**src/design/iou_motion_check_unit_macros.svh**
```systemverilog
// Assertion helpers for the IoU motion check block.
// The checks sample on the rising edge of clk; IOU_ASSERT also stays
// quiet while rst_n is low.
`ifndef IOU_MOTION_CHECK_UNIT_MACROS_SVH
`define IOU_MOTION_CHECK_UNIT_MACROS_SVH

`ifndef SYNTHESIS
`define IOU_ASSERT(lbl, prop, msg) \
    lbl: assert property (@(posedge clk) disable iff (!rst_n) prop) else $error(msg);
`define IOU_ASSERT_ALWAYS(lbl, prop, msg) \
    lbl: assert property (@(posedge clk) prop) else $error(msg);
`else
`define IOU_ASSERT(lbl, prop, msg)
`define IOU_ASSERT_ALWAYS(lbl, prop, msg)
`endif

`endif

```
**src/design/iou_pkg.sv**
```systemverilog
`default_nettype none

package iou_pkg;

    // defaults for the top-level parameters
    localparam int MAX_BOXES_DEF  = 64;
    localparam int COORD_BITS_DEF = 16;

    // fixed field widths
    localparam int FIELD_W = 16;
    localparam int THR_W   = 16;

    localparam logic [THR_W-1:0] THR_RESET = 16'd32768;

    // one pixel in Q12.4, added to intersection width and height
    localparam int INC_ONE = 16;

    // request and result codes
    localparam logic FUNC_BOX   = 1'b0;
    localparam logic FUNC_EOF   = 1'b1;
    localparam logic KIND_BOX   = 1'b0;
    localparam logic KIND_FRAME = 1'b1;

    typedef struct packed {
        logic               func;
        logic [FIELD_W-1:0] obj_id;
        logic [FIELD_W-1:0] box_x;
        logic [FIELD_W-1:0] box_y;
        logic [FIELD_W-1:0] box_w;
        logic [FIELD_W-1:0] box_h;
    } iou_req_t;

    typedef struct packed {
        logic               kind;
        logic [FIELD_W-1:0] result_id;
        logic               moving;
        logic               frame_report;
    } iou_rsp_t;

    typedef enum logic [3:0] {
        ST_IDLE,
        ST_AREA,
        ST_READ,
        ST_ENDS,
        ST_SPAN,
        ST_INTER,
        ST_UNION,
        ST_SCALE,
        ST_CMP,
        ST_DONE
    } iou_state_t;

    // datapath step selects
    typedef enum logic [2:0] {
        DP_NOP,
        DP_AREA,
        DP_ENDS,
        DP_SPAN,
        DP_INTER,
        DP_UNION,
        DP_SCALE
    } iou_dp_op_t;

    // datapath status back to the sequencer
    typedef struct packed {
        logic union_nonpos;
        logic inter_pos;
        logic ratio_above;
    } iou_dp_stat_t;

endpackage

`default_nettype wire

```
**src/design/iou_pair_dp.sv**
```systemverilog
`default_nettype none

module iou_pair_dp #(
    parameter int COORD_BITS = 16
) (
    input  wire logic                      clk,
    input  wire iou_pkg::iou_dp_op_t       op,
    input  wire logic [4*COORD_BITS-1:0]   cur_box,
    input  wire logic [6*COORD_BITS-1:0]   prev_rec,
    input  wire logic [iou_pkg::THR_W-1:0] thr,
    output logic      [2*COORD_BITS-1:0]   cur_area,
    output iou_pkg::iou_dp_stat_t          stat
);

    import iou_pkg::*;

    localparam int C       = COORD_BITS;
    localparam int END_W   = C + 1;
    localparam int SPAN_W  = C + 2;
    localparam int SSPAN_W = C + 3;
    localparam int AREA_W  = 2 * C;
    localparam int INTER_W = 2 * SPAN_W;
    localparam int UNI_W   = 2 * C + 1;
    localparam int USUM_W  = INTER_W + 2;
    localparam int MA_W    = UNI_W;
    localparam int MB_W    = (SPAN_W > THR_W) ? SPAN_W : THR_W;
    localparam int PROD_W  = MA_W + MB_W;
    localparam int RHS_W   = UNI_W + THR_W;
    localparam int CMP_W   = INTER_W + THR_W;

    logic [C-1:0]       cx, cy, cw, ch;
    logic [C-1:0]       px, py, pw, ph;
    logic [AREA_W-1:0]  parea;
    logic [END_W-1:0]   cx_end, cy_end, px_end, py_end;
    logic [C-1:0]       x1_reg, y1_reg;
    logic [END_W-1:0]   x2_reg, y2_reg;
    logic [SSPAN_W-1:0] sx, sy;
    logic [SPAN_W-1:0]  iw_reg, ih_reg;
    logic [MA_W-1:0]    mul_a;
    logic [MB_W-1:0]    mul_b;
    logic [PROD_W-1:0]  prod;
    logic [AREA_W-1:0]  area_reg;
    logic [INTER_W-1:0] inter_reg;
    logic [USUM_W-1:0]  usum;
    logic [UNI_W-1:0]   uni_reg;
    logic               nonpos_reg;
    logic [RHS_W-1:0]   rhs_reg;

    // field unpack
    assign cx    = cur_box[4*C-1:3*C];
    assign cy    = cur_box[3*C-1:2*C];
    assign cw    = cur_box[2*C-1:C];
    assign ch    = cur_box[C-1:0];
    assign px    = prev_rec[6*C-1:5*C];
    assign py    = prev_rec[5*C-1:4*C];
    assign pw    = prev_rec[4*C-1:3*C];
    assign ph    = prev_rec[3*C-1:2*C];
    assign parea = prev_rec[2*C-1:0];

    // right and bottom edges
    assign cx_end = END_W'(cx) + END_W'(cw);
    assign cy_end = END_W'(cy) + END_W'(ch);
    assign px_end = END_W'(px) + END_W'(pw);
    assign py_end = END_W'(py) + END_W'(ph);

    // overlap span plus one pixel, clamped at zero
    assign sx = SSPAN_W'(x2_reg) - SSPAN_W'(x1_reg) + SSPAN_W'(INC_ONE);
    assign sy = SSPAN_W'(y2_reg) - SSPAN_W'(y1_reg) + SSPAN_W'(INC_ONE);

    // shared multiplier operand select
    always_comb
    begin
        mul_a = '0;
        mul_b = '0;
        case (op)
            DP_AREA:
            begin
                mul_a = MA_W'(cw);
                mul_b = MB_W'(ch);
            end
            DP_INTER:
            begin
                mul_a = MA_W'(iw_reg);
                mul_b = MB_W'(ih_reg);
            end
            DP_SCALE:
            begin
                mul_a = uni_reg;
                mul_b = MB_W'(thr);
            end
            default:
            begin
                mul_a = '0;
                mul_b = '0;
            end
        endcase
    end

    assign prod = PROD_W'(mul_a) * PROD_W'(mul_b);

    // union = both areas minus intersection, signed
    assign usum = USUM_W'(area_reg) + USUM_W'(parea) - USUM_W'(inter_reg);

    // step registers
    always_ff @(posedge clk)
    begin
        case (op)
            DP_AREA:
            begin
                area_reg <= prod[AREA_W-1:0];
            end
            DP_ENDS:
            begin
                x1_reg <= (px > cx) ? px : cx;
                y1_reg <= (py > cy) ? py : cy;
                x2_reg <= (px_end < cx_end) ? px_end : cx_end;
                y2_reg <= (py_end < cy_end) ? py_end : cy_end;
            end
            DP_SPAN:
            begin
                iw_reg <= sx[SSPAN_W-1] ? '0 : sx[SPAN_W-1:0];
                ih_reg <= sy[SSPAN_W-1] ? '0 : sy[SPAN_W-1:0];
            end
            DP_INTER:
            begin
                inter_reg <= prod[INTER_W-1:0];
            end
            DP_UNION:
            begin
                uni_reg    <= usum[UNI_W-1:0];
                nonpos_reg <= usum[USUM_W-1] || (usum == '0);
            end
            DP_SCALE:
            begin
                rhs_reg <= prod[RHS_W-1:0];
            end
            default:
            begin
            end
        endcase
    end

    // inter * 65536 against thr * union
    assign stat.union_nonpos = nonpos_reg;
    assign stat.inter_pos    = (inter_reg != '0);
    assign stat.ratio_above  = ({inter_reg, {THR_W{1'b0}}} > CMP_W'(rhs_reg));

    assign cur_area = area_reg;

endmodule

`default_nettype wire
```
**config.mk**
```make
export PLATFORM = sky130hd
export DESIGN_NAME = iou_pair_dp
export DESIGN_NICKNAME = d
export VERILOG_FILES = /design/src/design/iou_motion_check_unit_macros.svh /design/src/design/iou_pkg.sv /design/src/design/iou_pair_dp.sv
export SDC_FILE = /design/constraint.sdc
export NUM_CORES = 2
export LEC_CHECK = 0
export ABC_CLOCK_PERIOD_IN_PS = 20900
export BUFFER_PORTS_ARGS = -buffer_cell sky130_fd_sc_hd__buf_2
export CAP_MARGIN = 5
export CORE_ASPECT_RATIO = 0.8
export CORE_MARGIN = 3
export CORE_UTILIZATION = 40
export CTS_CLUSTER_DIAMETER = 150
export DETAILED_ROUTE_END_ITERATION = 10
export SLEW_MARGIN = 20
export SYNTH_ARGS = -nofsm -noshare
export SYNTH_HDL_FRONTEND = slang
export SYNTH_SLANG_ARGS = --single-unit
export TNS_END_PERCENT = 10
```
**constraint.sdc**
```tcl
create_clock -name clk -period 20.9 [get_ports clk]
set_input_delay 2.09 -clock clk [delete_from_list [all_inputs] [get_ports clk]]
set_output_delay 2.09 -clock clk [all_outputs]
set_load 0.02 [all_outputs]
```
==> summary.md <==
- worst-case headroom to the max-slew limit: 0.237
- nets@finish: 5,336
- Synth area leader: fa_1
- Finished Cell Area: 0.0412 sq mm
- final hold slack: 0.665 ns
- MaxCap Viol Count: 0
- post-CTS sizing: 0
- filler cell count: 9,059
- 1st-pass router iterations: 6
- Area growth syn-to-layout: 9.31%
- final global-route overflow total: 0
- Worst Tran Pin Value: 1.14 ns
- largest net degree at the start of global routing: 67
- Worst IR Drop VDD: 0.0000692 V
- number of nets with antenna violations after detailed routing: 0
- biggest area contributors in the synthesized netlist: fa_1 (28%), edfxtp_1 (20%), ha_1 (11%), inv_1 (8.2%), nand2_1 (4.9%)
- initial core utilization: 0.405
- crit start category: input port
- Clk pin slew, worst setup/hold paths: 0.07 ns
- CP Data Required Time: 21.25 ns
- height of the die: 281 um
- power density of the placed cells: 55.4 mW/mm^2
- H-tree depth: 1
- unrepaired setup endpoints after global routing: no
- count of pins on the block boundary: 215
- detailed router's first-iteration violation count: 2,406
- Post-Place Cell Area: 0.0403 sq mm
- last weighted congestion value of the routability-driven placer: 0.950
- die area: 0.0981 sq mm
- Avg Synthesized Cell Area: 9.20 sq um
- clock skew: 0.0200 ns
- post-synthesis register bit count: 253
- sequential-to-total area share from yosys stat: 0.201
- class of the tightest hold or removal check: reg2reg
- share of synthesized flip-flops with an asynchronous set or reset: 0
- Worst EP arrival: 10.75 ns
- commonest cells in the netlist: inv_1 (820), fa_1 (533), nand2_1 (488)
- Setup violations, final: 0
- drc violations: 0
- via count of the routed design: 29,294
- initial antenna violation count: 10
- first-pass GRT wire length: 177,000 um
- Clock Latency Late Sink: 0.61 ns
- achievable frequency: 0.0962 GHz
- CP max stage delay: 0.87 ns
- final-layout setup total negative slack: 0 ns
- CTS tree: done
- maximum clock path buffer count: 3
- dominant cell by count in the synthesized netlist: inv_1
- routed wire length per instance: 20.7 um
- root buffer cell: clkbuf_16
- type of the setup path with the least slack: in2reg
- Cell variety after synth: 90
- area of the multi-input gates: 0.0267 sq mm
- Critical Path Fanout Max: 64
- GRT Resource Usage Total: 0.236
- max FFs per register: 49
- slowest CP cell: o21a_1
- floorplan die width: 349 um
- top flip-flop cell by instance count after synthesis: edfxtp_1
- Std-Cell Rows: 100
- Top cell by count, worst path: fa_1
- ratio of final minimum period to clock period: 0.497
- type of destination of the critical path: flip-flop
- via-per-instance ratio: 5.29
- post-detailed-placement half-perimeter wirelength: 94,700 um
- Sinks on Clock Net: 253
- Num CTS Buffers: 30
- final hold viol count: 0
- buffer count from post-CTS setup fixing: 0
- share of the synthesized area in the top cell type: 0.283
- number of global-route vias before repair: 29,960
- count of flip-flops with a built-in enable after synthesis: 253
- minimum clock period: 10.40 ns
- Netlist Area Pre-Place: 0.0377 sq mm
- hold buffer count at CTS: 0
- result of the run: completed
- pins over their slew limit: 0
- Tot Pwr: 0.00228 W
- layout cell share with drive strength beyond 1: 0.0918
- leakage power total: 19.9 nW
- sequential cell area in the final layout: 0.00760 sq mm
- placeable core region: 0.0932 sq mm
- count of input and output buffers: 214
- Yosys warning total: 0
- instance count of the mapped netlist: 4,100
- Routed Wire Length: 115,000 um
per-layer routing:
metal,GRT usage,vias up,part of all wire
met2,0.347,1050,0.41
met4,0.0679,6,0.032
met3,0.0764,168,0.11
li1,-,13613,-
met5,0.00680,-,0.0010
met1,0.333,14457,0.45
critical path: cells and delay by family:
kind                       cells  cell delay (ns)
and+or+nand+nor                4             0.52
xor gates and xnor gates       1             0.13
adders and majority gates      7             3.47
AOI/OAI and AO/OA              9             3.08
buffers and inverters          7             1.37
power by group:
group          total, W  switching [W]  internal [W]
Combinational   0.00111       0.000699      0.000411
Sequential     0.000667      0.0000214      0.000646
Clock          0.000507       0.000228      0.000278
Total           0.00228       0.000949       0.00133
logic make-up (layout without fill, tap and decap cells):
family,Yosys count,after routing,synth area share
adders and majority gates,876,876,0.397
xor gates and xnor gates,156,156,0.0362
other,2,33,0.000199
DFF,253,253,0.201
AOI/OAI and AO/OA,623,623,0.110
muxes,82,82,0.0231
and+or+nand+nor,1161,1161,0.138
buffers and inverters,947,1125,0.0947
path summary, 6_finish.rpt:
| path | from | to | slack (ns) | cells past startpoint |
|---|---|---|---|---|
| max | op[1] | rhs_reg[42] | 10.50 | 28 |
| min | y1_reg[0] | ih_reg[0] | 0.67 | 2 |
| max reg2reg | uni_reg[12] | rhs_reg[42] | 12.81 | 23 |
| min reg2reg | y1_reg[0] | ih_reg[0] | 0.67 | 2 |
layout by cell type, fill, tap and decap left out, types with 10 or more instances in the layout:
| cell | count |
|---|---|
| inv_1 | 820 |
| fa_1 | 533 |
| nand2_1 | 488 |
| ha_1 | 343 |
| nor2_1 | 325 |
| edfxtp_1 | 253 |
| buf_2 | 214 |
| a21oi_1 | 155 |
| xnor2_1 | 105 |
| a21o_1 | 92 |
| o21ai_0 | 86 |
| o21a_1 | 65 |
| nand3_1 | 56 |
| xor2_1 | 51 |
| mux2i_1 | 42 |
| mux2_2 | 40 |
| nor3_1 | 39 |
| and3_1 | 36 |
| buf_4 | 34 |
| nor2b_1 | 32 |
| clkbuf_16 | 30 |
| and2_1 | 29 |
| nand4_1 | 29 |
| nand2b_1 | 28 |
| o21bai_1 | 27 |
| conb_1 | 27 |
| a211oi_1 | 23 |
| nor4_1 | 22 |
| o21ai_1 | 20 |
| or3_1 | 16 |
| o211ai_1 | 15 |
| o31ai_1 | 14 |
| a2111oi_0 | 14 |
| o21ai_2 | 12 |
| a211o_1 | 11 |
| a41oi_1 | 11 |
| a31oi_1 | 11 |
| nor2_2 | 10 |
cell type report:
type                    count  area share
multi-input cells        2925       0.648
flip-flops and latches    253       0.184
inverters                 821      0.0747
well taps                1224      0.0371
repair buffers            249      0.0328
clock buffers              36      0.0187
clock inverters            19     0.00394
diodes                      6    0.000364
metrics by stage:
| stage | instances | utilization | setup WS, ns |
|---|---|---|---|
| 6_report | 5533 | 0.442 | 10.50 |
| 2_1_floorplan | 4125 | - | 9.87 |
| 5_1_grt | 5533 | 0.442 | 10.01 |
| 4_1_cts | 5526 | 0.442 | 10.54 |
| 3_5_place_dp | 5471 | 0.432 | 9.90 |
| 3_3_place_gp | 5470 | 0.432 | 9.97 |
(Power assumes the default switching activity.)
